## src/rtl/ipv4_fragment_merge_table_macros.svh

```systemverilog
// Assertion macros for the fragment merge table RTL.
// Uses the clk and arst_n names of the module that expands them.
`ifndef IPV4_FRAGMENT_MERGE_TABLE_MACROS_SVH
`define IPV4_FRAGMENT_MERGE_TABLE_MACROS_SVH
`ifndef SYNTHESIS
`define FMT_ASSERT(lbl, prop) \
	lbl: assert property (@(posedge clk) disable iff (!arst_n) (prop)) \
		else $error("fragment merge table assertion failed");
`define FMT_ASSERT_NEXT(lbl, pre, post) \
	lbl: assert property (@(posedge clk) disable iff (!arst_n) (pre) |=> (post)) \
		else $error("fragment merge table assertion failed");
`else
`define FMT_ASSERT(lbl, prop)
`define FMT_ASSERT_NEXT(lbl, pre, post)
`endif
`endif

```

## src/rtl/fmt_pkg.sv

```systemverilog
// Shared types and constants for the fragment merge table.
// No dependencies.
`default_nettype none
package fmt_pkg;
	localparam int NUM_SESSIONS = 8;
	localparam int IDX_W = (NUM_SESSIONS > 1) ? $clog2(NUM_SESSIONS) : 1;
	localparam int SLOT_W = 3;
	localparam int IN_W = 144;
	localparam int OUT_W = 128;
	localparam logic [16:0] SIZE_LIMIT = 17'd65536;

	localparam logic [1:0] ST_ACCEPTED = 2'd0;
	localparam logic [1:0] ST_BAD_CKSUM = 2'd1;
	localparam logic [1:0] ST_NO_SPACE = 2'd2;
	localparam logic [1:0] ST_FLUSH_DONE = 2'd3;

	typedef enum logic [2:0] {
		S_IDLE,
		S_MATCH,
		S_DECIDE,
		S_BREAK,
		S_UPDATE,
		S_FINAL,
		S_FLUSH,
		S_STATUS
	} state_t;

	typedef struct packed {
		logic load;
		logic match;
		logic emit_desc;
		logic desc_more;
		logic emit_status;
		logic [1:0] code;
		logic update;
		logic scan_next;
	} dp_cmd_t;

	typedef struct packed {
		logic func;
		logic hit;
		logic cks_ok;
		logic brk;
		logic free_hit;
		logic more;
		logic scan_valid;
		logic scan_last;
		logic out_free;
	} dp_sts_t;
endpackage
`default_nettype wire

```

## src/rtl/ipv4_fragment_merge_table.sv

```systemverilog
// Top level of the IPv4 fragment merge session table.
// Depends on fmt_pkg, fmt_ctrl and fmt_dp.
//
// channel  dir  tdata fields (low bit up)                                    tuser  tlast
// s_axis   in   src_addr dst_addr frag_id protocol ip_total_len header_len     func   -
//               frag_offset more_fragments header_checksum_ok frame_len
// m_axis   out  status slot merged_len merged_offset merged_more out_src      kind   last
//               out_dst out_id out_protocol
//
// A fragment request steps through load, match over all slots, decide,
// update for a request that stores, then one state for each result put into
// the output register.
// Flush-all walks the table one slot a cycle, holding on a valid slot until the output register is free.
// A stalled output holds the sequencer; one request is worked at a time.
// Reset clears all session valid bits at once.
`default_nettype none
module ipv4_fragment_merge_table (
	input wire logic clk,
	input wire logic arst_n,
	input wire logic s_tvalid,
	output logic s_tready,
	input wire logic [fmt_pkg::IN_W-1:0] s_tdata, // src_addr dst_addr frag_id protocol ip_total_len header_len frag_offset more_fragments header_checksum_ok frame_len
	input wire logic s_tuser, // func
	output logic m_tvalid,
	input wire logic m_tready,
	output logic [fmt_pkg::OUT_W-1:0] m_tdata, // status slot merged_len merged_offset merged_more out_src out_dst out_id out_protocol
	output logic m_tuser, // kind
	output logic m_tlast
);
	fmt_pkg::dp_cmd_t cmd;
	fmt_pkg::dp_sts_t sts;

	fmt_ctrl u_ctrl (
		.clk(clk),
		.arst_n(arst_n),
		.accept(s_tvalid && s_tready),
		.sts(sts),
		.cmd(cmd),
		.ready(s_tready)
	);

	fmt_dp u_dp (
		.clk(clk),
		.arst_n(arst_n),
		.func(s_tuser),
		.req(s_tdata),
		.cmd(cmd),
		.sts(sts),
		.out_ready(m_tready),
		.out_valid(m_tvalid),
		.out_kind(m_tuser),
		.out_last(m_tlast),
		.out_data(m_tdata)
	);
endmodule
`default_nettype wire

```

## src/rtl/fmt_ctrl.sv

```systemverilog
// Controller state machine of the fragment merge table.
// Depends on fmt_pkg and the assertion macro header.
`default_nettype none
`include "ipv4_fragment_merge_table_macros.svh"
module fmt_ctrl (
	input wire logic clk,
	input wire logic arst_n,
	input wire logic accept,
	input wire fmt_pkg::dp_sts_t sts,
	output fmt_pkg::dp_cmd_t cmd,
	output logic ready
);
	fmt_pkg::state_t state_q, state_d;
	logic [1:0] code_q, code_d;

	always_ff @(posedge clk or negedge arst_n) begin
		if (!arst_n) begin
			state_q <= fmt_pkg::S_IDLE;
			code_q <= fmt_pkg::ST_ACCEPTED;
		end else begin
			state_q <= state_d;
			code_q <= code_d;
		end
	end

	always_comb begin
		state_d = state_q;
		code_d = code_q;
		unique case (state_q)
			fmt_pkg::S_IDLE: begin
				if (accept) state_d = fmt_pkg::S_MATCH;
			end
			fmt_pkg::S_MATCH: begin
				state_d = sts.func ? fmt_pkg::S_FLUSH : fmt_pkg::S_DECIDE;
			end
			fmt_pkg::S_DECIDE: begin
				if (!sts.cks_ok) begin
					code_d = fmt_pkg::ST_BAD_CKSUM;
					state_d = sts.hit ? fmt_pkg::S_BREAK : fmt_pkg::S_STATUS;
				end else begin
					code_d = fmt_pkg::ST_ACCEPTED;
					state_d = sts.brk ? fmt_pkg::S_BREAK : fmt_pkg::S_UPDATE;
				end
			end
			fmt_pkg::S_BREAK: begin
				if (sts.out_free)
					state_d = (code_q == fmt_pkg::ST_BAD_CKSUM) ?
						fmt_pkg::S_STATUS : fmt_pkg::S_UPDATE;
			end
			fmt_pkg::S_UPDATE: begin
				if (!sts.hit && !sts.free_hit) begin
					code_d = fmt_pkg::ST_NO_SPACE;
					state_d = fmt_pkg::S_STATUS;
				end else begin
					state_d = sts.more ? fmt_pkg::S_STATUS : fmt_pkg::S_FINAL;
				end
			end
			fmt_pkg::S_FINAL: begin
				if (sts.out_free) state_d = fmt_pkg::S_STATUS;
			end
			fmt_pkg::S_FLUSH: begin
				if (sts.scan_last && (!sts.scan_valid || sts.out_free)) begin
					code_d = fmt_pkg::ST_FLUSH_DONE;
					state_d = fmt_pkg::S_STATUS;
				end
			end
			fmt_pkg::S_STATUS: begin
				if (sts.out_free) state_d = fmt_pkg::S_IDLE;
			end
			default: state_d = fmt_pkg::S_IDLE;
		endcase
	end

	always_comb begin
		cmd = '0;
		ready = 1'b0;
		unique case (state_q)
			fmt_pkg::S_IDLE: begin
				ready = 1'b1;
				cmd.load = accept;
			end
			fmt_pkg::S_MATCH: cmd.match = !sts.func;
			fmt_pkg::S_DECIDE: cmd = '0;
			fmt_pkg::S_BREAK: begin
				cmd.emit_desc = sts.out_free;
				cmd.desc_more = 1'b1;
			end
			fmt_pkg::S_UPDATE: cmd.update = 1'b1;
			fmt_pkg::S_FINAL: begin
				cmd.emit_desc = sts.out_free;
				cmd.desc_more = 1'b0;
			end
			fmt_pkg::S_FLUSH: begin
				cmd.emit_desc = sts.scan_valid && sts.out_free;
				cmd.desc_more = 1'b1;
				cmd.scan_next = !sts.scan_valid || sts.out_free;
			end
			fmt_pkg::S_STATUS: begin
				cmd.emit_status = sts.out_free;
				cmd.code = code_q;
			end
			default: cmd = '0;
		endcase
	end

	`FMT_ASSERT(a_idle_quiet, (state_q != fmt_pkg::S_IDLE) || (!cmd.emit_desc && !cmd.emit_status))
	`FMT_ASSERT_NEXT(a_status_ends, cmd.emit_status, state_q == fmt_pkg::S_IDLE)
	`FMT_ASSERT_NEXT(a_load_match, cmd.load, state_q == fmt_pkg::S_MATCH)
	`FMT_ASSERT(a_one_emit, !(cmd.emit_desc && cmd.emit_status))
endmodule
`default_nettype wire

```

## src/rtl/fmt_dp.sv

```systemverilog
// Datapath of the fragment merge table: request registers, session table,
// match logic and result register. Depends on fmt_pkg.
`default_nettype none
module fmt_dp (
	input wire logic clk,
	input wire logic arst_n,
	input wire logic func,
	input wire logic [fmt_pkg::IN_W-1:0] req,
	input wire fmt_pkg::dp_cmd_t cmd,
	output fmt_pkg::dp_sts_t sts,
	input wire logic out_ready,
	output logic out_valid,
	output logic out_kind,
	output logic out_last,
	output logic [fmt_pkg::OUT_W-1:0] out_data
);
	localparam int N = fmt_pkg::NUM_SESSIONS;
	localparam int IW = fmt_pkg::IDX_W;

	logic [N-1:0] valid_q;
	logic [31:0] src_q [N];
	logic [31:0] dst_q [N];
	logic [15:0] ident_q [N];
	logic [7:0] proto_q [N];
	logic [15:0] total_q [N];
	logic [15:0] start_q [N];

	logic func_q, more_q, cks_q;
	logic [31:0] rsrc_q, rdst_q;
	logic [15:0] rid_q, tlen_q, flen_q, off_q;
	logic [7:0] rproto_q;
	logic [5:0] hlen_q;

	logic hit_q;
	logic [N-1:0] free_q;
	logic [IW-1:0] cur_q;

	logic [N-1:0] hit_vec;
	logic [IW-1:0] hit_idx, free_idx;
	logic any_hit, any_free;
	logic [16:0] end_sess, end_frag, size_sum, add_sum;
	logic [15:0] pay_len, sat_total;

	always_comb begin
		hit_idx = '0;
		any_hit = 1'b0;
		free_idx = '0;
		any_free = 1'b0;
		for (int i = N - 1; i >= 0; i--) begin
			hit_vec[i] = valid_q[i] && src_q[i] == rsrc_q && dst_q[i] == rdst_q &&
				ident_q[i] == rid_q && proto_q[i] == rproto_q;
			if (hit_vec[i]) begin
				hit_idx = IW'(i);
				any_hit = 1'b1;
			end
			if (free_q[i]) begin
				free_idx = IW'(i);
				any_free = 1'b1;
			end
		end
	end

	assign end_sess = {1'b0, start_q[cur_q]} + {1'b0, total_q[cur_q]};
	assign end_frag = {1'b0, off_q} + 17'(hlen_q);
	assign size_sum = {1'b0, total_q[cur_q]} + {1'b0, flen_q};
	assign pay_len = (tlen_q > 16'(hlen_q)) ? tlen_q - 16'(hlen_q) : 16'd0;
	assign add_sum = {1'b0, total_q[cur_q]} + {1'b0, pay_len};
	assign sat_total = add_sum[16] ? 16'hFFFF : add_sum[15:0];

	always_comb begin
		sts.func = func_q;
		sts.hit = hit_q;
		sts.cks_ok = cks_q;
		sts.brk = hit_q && (end_sess != end_frag || size_sum > fmt_pkg::SIZE_LIMIT);
		sts.free_hit = any_free;
		sts.more = more_q;
		sts.scan_valid = valid_q[cur_q];
		sts.scan_last = cur_q == IW'(N - 1);
		sts.out_free = !out_valid || out_ready;
	end

	always_ff @(posedge clk) begin
		if (cmd.load) begin
			func_q <= func;
			rsrc_q <= req[31:0];
			rdst_q <= req[63:32];
			rid_q <= req[79:64];
			rproto_q <= req[87:80];
			tlen_q <= req[103:88];
			hlen_q <= req[109:104];
			off_q <= {req[122:110], 3'b000};
			more_q <= req[123];
			cks_q <= req[124];
			flen_q <= req[140:125];
		end
	end

	always_ff @(posedge clk) begin
		if (cmd.load) begin
			cur_q <= '0;
		end else if (cmd.match) begin
			hit_q <= any_hit;
			free_q <= ~valid_q;
			cur_q <= hit_idx;
		end else if (cmd.update && !hit_q && any_free) begin
			cur_q <= free_idx;
		end else if (cmd.scan_next) begin
			cur_q <= cur_q + IW'(1);
		end
		if (cmd.emit_desc && !cmd.scan_next) begin
			hit_q <= 1'b0;
			free_q[cur_q] <= 1'b1;
		end
		if (cmd.update) begin
			if (hit_q) begin
				total_q[cur_q] <= sat_total;
			end else if (any_free) begin
				src_q[free_idx] <= rsrc_q;
				dst_q[free_idx] <= rdst_q;
				ident_q[free_idx] <= rid_q;
				proto_q[free_idx] <= rproto_q;
				total_q[free_idx] <= tlen_q;
				start_q[free_idx] <= off_q;
			end
		end
	end

	always_ff @(posedge clk or negedge arst_n) begin
		if (!arst_n) begin
			valid_q <= '0;
		end else begin
			if (cmd.emit_desc) valid_q[cur_q] <= 1'b0;
			if (cmd.update && !hit_q && any_free) valid_q[free_idx] <= 1'b1;
		end
	end

	always_ff @(posedge clk or negedge arst_n) begin
		if (!arst_n) begin
			out_valid <= 1'b0;
		end else if (cmd.emit_desc || cmd.emit_status) begin
			out_valid <= 1'b1;
		end else if (out_ready) begin
			out_valid <= 1'b0;
		end
	end

	always_ff @(posedge clk) begin
		if (cmd.emit_desc) begin
			out_kind <= 1'b1;
			out_last <= 1'b0;
			out_data <= {5'd0, proto_q[cur_q], ident_q[cur_q], dst_q[cur_q], src_q[cur_q],
				cmd.desc_more, start_q[cur_q][15:3], total_q[cur_q],
				fmt_pkg::SLOT_W'(cur_q), fmt_pkg::ST_ACCEPTED};
		end else if (cmd.emit_status) begin
			out_kind <= 1'b0;
			out_last <= 1'b1;
			out_data <= {126'd0, cmd.code};
		end
	end
endmodule
`default_nettype wire
```

## config.mk

```make
export PLATFORM = sky130hd
export DESIGN_NAME = ipv4_fragment_merge_table
export DESIGN_NICKNAME = d
export VERILOG_FILES = /design/src/rtl/fmt_pkg.sv /design/src/rtl/ipv4_fragment_merge_table.sv /design/src/rtl/fmt_ctrl.sv /design/src/rtl/fmt_dp.sv
export VERILOG_INCLUDE_DIRS = /design/src /design/src/rtl
export SDC_FILE = /design/constraint.sdc
export NUM_CORES = 2
export LEC_CHECK = 0
export BUFFER_PORTS_ARGS = -buffer_cell sky130_fd_sc_hd__buf_2
export CORE_MARGIN = 10
export CORE_UTILIZATION = 65
export CTS_CLUSTER_SIZE = 30
export DETAILED_ROUTE_END_ITERATION = 8
export HOLD_SLACK_MARGIN = 0.05
export PLACE_DENSITY = 0.84
export SLEW_MARGIN = 40
export SYNTH_ARGS = -nofsm -noshare
export SYNTH_HDL_FRONTEND = slang
export SYNTH_SLANG_ARGS = --single-unit
```

## constraint.sdc

```tcl
create_clock -name clk -period 19.5 [get_ports clk]
set_input_delay 0.975 -clock clk [delete_from_list [all_inputs] [get_ports clk]]
set_output_delay 0.975 -clock clk [all_outputs]
set_load 0.05 [all_outputs]
```

After elaboration in Yosys (flattened, before gate mapping)
Memories as Yosys holds them, arrays and structs flattened. A register that Yosys moved wholly into a read port is not among the register bits.
Cells that the tools add are included.
- $add $sub $neg: 6
- equality and inequality tests: 48
- multiplexer cells: 98
- $lt $le $gt $ge: 6
- reductions and logical operators: 61
- bitwise operators: 6
- operator list (operator ; number):
    $eq 32x32->1 ; 16
    $mux 123 ; 2
    $mux 3 ; 43
    $eq 16x16->1 ; 8
    $eq 8x8->1 ; 8
    $add 16x16->17 ; 3
    $mux 16 ; 3
    $logic_and 1x1->1 ; 42
    $mux 8 ; 5
    $mux 1 ; 35
    $pmux 3 s8 ; 1
    $add 16x6->17 ; 1
    $gt 17x17->1 const B ; 1
    $ne 17x17->1 ; 1
    $gt 16x6->1 ; 1
    $not 8->8 ; 2
    $or 8x8->8 ; 2
    $reduce_or 16->1 ; 1
    $sub 16x6->16 ; 1
    $eq 3x3->1 const B ; 5
    $ne 2x1->1 const B ; 6
    $pmux 2 s3 ; 2
    $and 8x8->8 ; 1
    $lt 3x4->1 const B ; 2
    17 further kinds ; 33
- output and inout bits: 132
- word-level logic and storage cells: 253
- memories kept: 6
- register bits after elaboration: 293
- input bits: 149
- RAM bits: 936
- memories (name ; words ; bits a word ; rd ports ; clocked after memory_dff ; write ports ; RTL line ; RTL):
    u_dp.dst_q ; 8 ; 32 ; 9 ; 1 ; 1 ; fmt_dp.sv:22 ; logic [31:0] dst_q [N];
    u_dp.src_q ; 8 ; 32 ; 9 ; 1 ; 1 ; fmt_dp.sv:21 ; logic [31:0] src_q [N];
    u_dp.ident_q ; 8 ; 16 ; 9 ; 1 ; 1 ; fmt_dp.sv:23 ; logic [15:0] ident_q [N];
    u_dp.total_q ; 8 ; 16 ; 1 ; 1 ; 1 ; fmt_dp.sv:25 ; logic [15:0] total_q [N];
    u_dp.start_q ; 8 ; 13 ; 1 ; 1 ; 1 ; fmt_dp.sv:26 ; logic [15:0] start_q [N];
    u_dp.proto_q ; 8 ; 8 ; 9 ; 1 ; 1 ; fmt_dp.sv:24 ; logic [7:0] proto_q [N];

Logic depth before layout (Yosys ltp)
An unclocked memory read counts as a cell.
- word-level depth: 17
- depth in mapped cells: 26
- gate-level depth less buffers: 24

By module
A second synthesis with hierarchy kept.
- cells, all modules: 3660
- area, all modules: 57217.4 um^2
- by module, submodules not included (module ; cells each ; times used ; area each (um^2) ; sequential area each (um^2)):
    fmt_dp ; 3602 ; 1 ; 56735.7 ; 36610.1
    fmt_ctrl ; 57 ; 1 ; 475.5 ; 125.1
    ipv4_fragment_merge_table ; 1 ; 1 ; 6.3 ; 0.0

Worst setup path after synthesis
Ideal clock, no wire load.
- path type: register to register
- start: register u_ctrl.state_q[2]
- end: memory u_dp.dst_q[2][0], enable pin
- buffers on the path: 1
- library setup time: 846 ps
- period minus slack after synthesis: 12316 ps
- path slack: 7184 ps
- arrival time: 11471 ps
- required time: 18654 ps
- cell stages (with the launch flop): 6
- path through: dfrtp_1 > clkbuf_1 > nand2b_1 > nor2_1 > nand2_1 > nor4b_1
- cells in the longest elaborated chain, start to end: 4
- ends and longest elaborated chain (what ; RTL line ; RTL):
    start: declaration ; fmt_ctrl.sv:13 ; fmt_pkg::state_t state_q, state_d;
    start signal: assignment ; fmt_ctrl.sv:18 ; state_q <= fmt_pkg::S_IDLE;
    start signal: assignment ; fmt_ctrl.sv:21 ; state_q <= state_d;
    $eq 3x3->1 ; fmt_ctrl.sv:77 ; unique case (state_q)
    $mux 1 ; fmt_ctrl.sv:77 ;
    $mux 1 ; fmt_dp.sv:114 ; if (cmd.update) begin
    $mux 1 (not written as such) ; fmt_dp.sv:119 ; dst_q[free_idx] <= rdst_q;
    end: declaration ; fmt_dp.sv:22 ;
No other way between the ends.

==> results.py <==
metrics = {
    "run_status": {
        "status": "complete, no violations",
    },
    "yosys": {
        "avgSynthCellArea_sq_um": 15.85,
        "ys_ff_latch": 1232,
        "synth_compound_area_frac": 0.04930,
        "ys_types": 81,
        "ys_seq_area_frac": 0.6485,
        "synth_flop_cell": "edfxtp_1",
        "netlist_area_sq_mm": 0.05665,
        "synth-xor-area-share": 0.09045,
        "synth_top_family_by_area": "multiplexers",
        "yosys_warnings": 0,
        "synth_edf_count": 1199,
        "postSynthCellCount": 3574,
        "muxShareOfSynthArea": 0.1157,
        "synthArstFlopShare": 0.01136,
        "synthSimpleGateAreaFrac": 0.05933,
        "synth_adder_area_share": 0.01414,
    },
    "floorplanning": {
        "rows": 108,
        "die_w_microns": 315.2,
        "ioPinCount": 281,
        "chipHeight_microns": 315.2,
        "start_util": 0.6540,
        "dieArea_sq_mm": 0.09935,
        "fp.coreArea_sq_mm": 0.08662,
    },
    "final_layout": {
        "regArea_sq_mm": 0.03675,
        "fin_area_sq_mm": 0.06402,
        "fillers": 4805,
        "multi_input_area_sq_mm": 0.01903,
        "area_growth_syn_to_layout_pct": 13.01,
        "nNetsFinal": 4072,
        "layout-drive-gt1-share": 0.2246,
    },
    "critical_path": {
        "worstPathArrival_ps": 7190,
        "endpoint_kind": "register",
        "start_kind": "register",
        "crit_fanout": 39,
        "crit_required_ps": 20110,
        "reg2reg_depth": 15,
        "worst-r2r-setup-slack_ps": 12920,
        "critPathKind": "register to register",
    },
    "placed_design": {
        "io_buffers": 272,
        "dpl_cell_area_sq_mm": 0.05968,
        "gp_congestion": 1.104,
        "hpwlAfterDp_microns": 163300,
        "preCtsSetupSlack_ps": 12900,
    },
    "power_and_ir_drop": {
        "pwr-share-comb": 0.396,
        "p_leak_uw": 0.02174,
        "irDropWorstVdd_mv": 0.2339,
        "p_per_area_mw_per_mm2": 161.3,
        "power.share.clock": 0.238,
        "netSwitchingFraction": 0.3985,
        "power_switching_uw": 4116,
        "internal-power_uw": 6213,
        "power_uw": 10330,
        "seqPwrFrac": 0.366,
    },
    "clock_tree": {
        "cts_setup_buffers": 0,
        "insertion_delay_ps": 770,
        "clock_sinks": 1232,
        "cts_made_buffers": 120,
        "cts_tree": "built",
        "clockBufferDepth": 3,
        "cts.clk_slew.worst_paths_ps": 70,
        "cts_root_buffer": "clkbuf_16",
        "cts_hold_buf": 0,
        "cts_resized": 0,
        "cts_htree_levels": 3,
    },
    "sta": {
        "fin_worst_skew_ps": 55.12,
        "worst_slack_ps": 12920,
        "fmax_mhz": 151.9,
        "tightestPinTransition_ps": 1138,
        "period_needed_ps": 6584,
        "drv_slew": 0,
        "maxSlewHeadroom": 0.2413,
        "finalSetupViolCount": 0,
        "fin_tns_setup_ps": 0,
        "rsz0062_at_grt": "false",
        "finalHoldViolations": 0,
        "min_period_over_period": 0.3377,
    },
    "routing": {
        "ant_nets": 0,
        "drc": 0,
        "via_per_inst": 7.774,
        "drtIter0Drc": 8940,
        "wl_per_cell_microns": 45.37,
        "vias": 39840,
        "first_pass_iters": 8,
        "wl_microns": 232500,
    },
    "grt": {
        "antenna_found_initial": 31,
        "first_global_vias": 36610,
        "grt_usage": 0.4578,
        "grt_overflow_total": 0,
        "grt_pass1_wl_microns": 309500,
        "grt_start_max_net_pins": 80,
    },
    "min_path": {
        "hold_path.class": "input pin to asynchronous set/reset pin",
    },
    "run": {
        "max_cap_viol_count": 0,
    },
}
## path summary, 6_finish.rpt
check | startpoint | endpoint
worst max-delay path | register | u_ctrl.state_q[1]$_DFFE_PN0P_
worst min-delay path | arst_n | u_ctrl.code_q[0]$_DFFE_PN0P_
worst max register to register | register | u_ctrl.state_q[1]$_DFFE_PN0P_
worst min register to register | u_dp.out_last$_SDFFE_PP0P_ | u_dp.out_last$_SDFFE_PP0P_
max in group asynchronous | arst_n | u_dp.valid_q[1]$_DFF_PN0_
min in group clk | s_tdata[8] | u_dp.rsrc_q[8]$_DFFE_PP_
## final cells by class
cell class,instances,share of cell area
Multi-Input combinational cell,2015,0.2973
Clock inverter,83,0.01515
Clock buffer,140,0.04857
Antenna cell,7,0.0002736
Inverter,137,0.008111
Sequential cell,1232,0.5740
Tap cell,1155,0.02257
Timing Repair Buffer,356,0.03397
## synthesized netlist by cell type (all sizes together) (10+ instances only)
| cell type | n | share of area |
|---|---|---|
| a21oi | 57 | 0.0051 |
| ha | 56 | 0.012 |
| a221oi | 23 | 0.0036 |
| nand2b | 44 | 0.0049 |
| o32a | 15 | 0.0027 |
| nor4 | 107 | 0.012 |
| nor3 | 28 | 0.0025 |
| or4 | 12 | 0.0016 |
| xor2 | 262 | 0.041 |
| o221ai | 16 | 0.0025 |
| inv | 136 | 0.0090 |
| nand2 | 66 | 0.0044 |
| clkbuf | 139 | 0.0092 |
| o21a | 12 | 0.0016 |
| nand3 | 30 | 0.0027 |
| o21ai | 36 | 0.0032 |
| a21o | 20 | 0.0027 |
| xnor2 | 323 | 0.050 |
| dfrtp | 14 | 0.0062 |
| mux2i | 98 | 0.017 |
| nand4 | 105 | 0.012 |
| o2bb2ai | 35 | 0.0054 |
| nor2 | 156 | 0.010 |
| a22o | 31 | 0.0048 |
| o22ai | 54 | 0.0060 |
| o2111ai | 10 | 0.0015 |
| and2 | 31 | 0.0034 |
| edfxtp | 1199 | 0.64 |
| buf | 55 | 0.0042 |
| dfxtp | 19 | 0.0067 |
| mux4 | 234 | 0.093 |
| mux2 | 27 | 0.0054 |
## power groups by stage
stage               logic [uW]  registers [uW]  clock network (uW)
detailed placement        3880            3800                   0
finish                    4090            3780                2460
floorplan                 2280            4170                   0
global placement          3770            3800                   0
CTS                       3940            3760                2420
global route              4240            3790                2520
## cell usage in the layout (no fill, tap or decap), types with 31 or more instances in the layout
cell type	netlist	routed
xnor2_1	323	311
a22o_1	31	31
nand2_1	66	64
xor2_1	262	254
o21ai_0	32	32
nand2b_1	44	44
clkbuf_16	0	121
nor4_1	107	91
ha_1	56	56
edfxtp_1	1199	1199
buf_2	4	272
inv_1	110	109
buf_4	5	47
o22ai_1	54	54
nor2_1	156	154
a21oi_1	56	55
nand4_1	105	105
mux4_2	234	234
o2bb2ai_1	35	35
mux2i_1	98	97
## sequential cells by signal, indices dropped and copies added (netlist names), 8 cells and up, named ones only
name / flops
u_dp.src_q: 256
u_dp.valid_q: 8
u_dp.free_q: 8
u_dp.rid_q: 16
u_dp.flen_q: 16
u_dp.dst_q: 256
u_dp.off_q: 13
u_dp.ident_q: 128
u_dp.rproto_q: 8
u_dp.rsrc_q: 32
u_dp.total_q: 128
u_dp.tlen_q: 16
u_dp.start_q: 104
u_dp.out_data: 123
u_dp.rdst_q: 32
u_dp.proto_q: 64
## worst max-delay path, cell delays in order (launching register included)
cell and delay, ps:
dfxtp_4 670, buf_6 580, mux2i_1 440, inv_1 240, ha_1 270, fa_1 440, a21o_1 230, a221o_1 420
a211o_1 320, mux2_1 330, a41o_1 210, or4_1 560, o31ai_2 560, nand4_1 630, a21oi_2 380, a211oi_1 140
## cell families (layout without fill, tap and decap cells)
kind of cell,after synthesis,count (layout)
AND/OR/NAND/NOR,627,627
other,1,12
adder cells (fa/ha/maj),61,61
flip-flops,1232,1232
multiplexers,359,359
buffers and inverters,331,716
AO/OA/AOI/OAI,378,378
XOR/XNOR,585,585
## metrics by stage
stage	utilization	hold slack, ps	std cells
floorplan	-	454.6	3578
global placement	0.6852	437.5	4880
finish	0.7391	137.2	5125
CTS	0.7361	116.7	5111
global route	0.7389	138.3	5119
detailed placement	0.6890	450.9	4888
## per-layer routing
metal	global-route usage	vias to the layer above	wire length, microns
met5	0.009877	-	311
met1	0.6038	19600	76680
li1	-	14520	-
met2	0.6316	4765	95790
met3	0.2183	928	43030
met4	0.2256	34	16710
No activity file was read; power rests on OpenSTA's default activity.
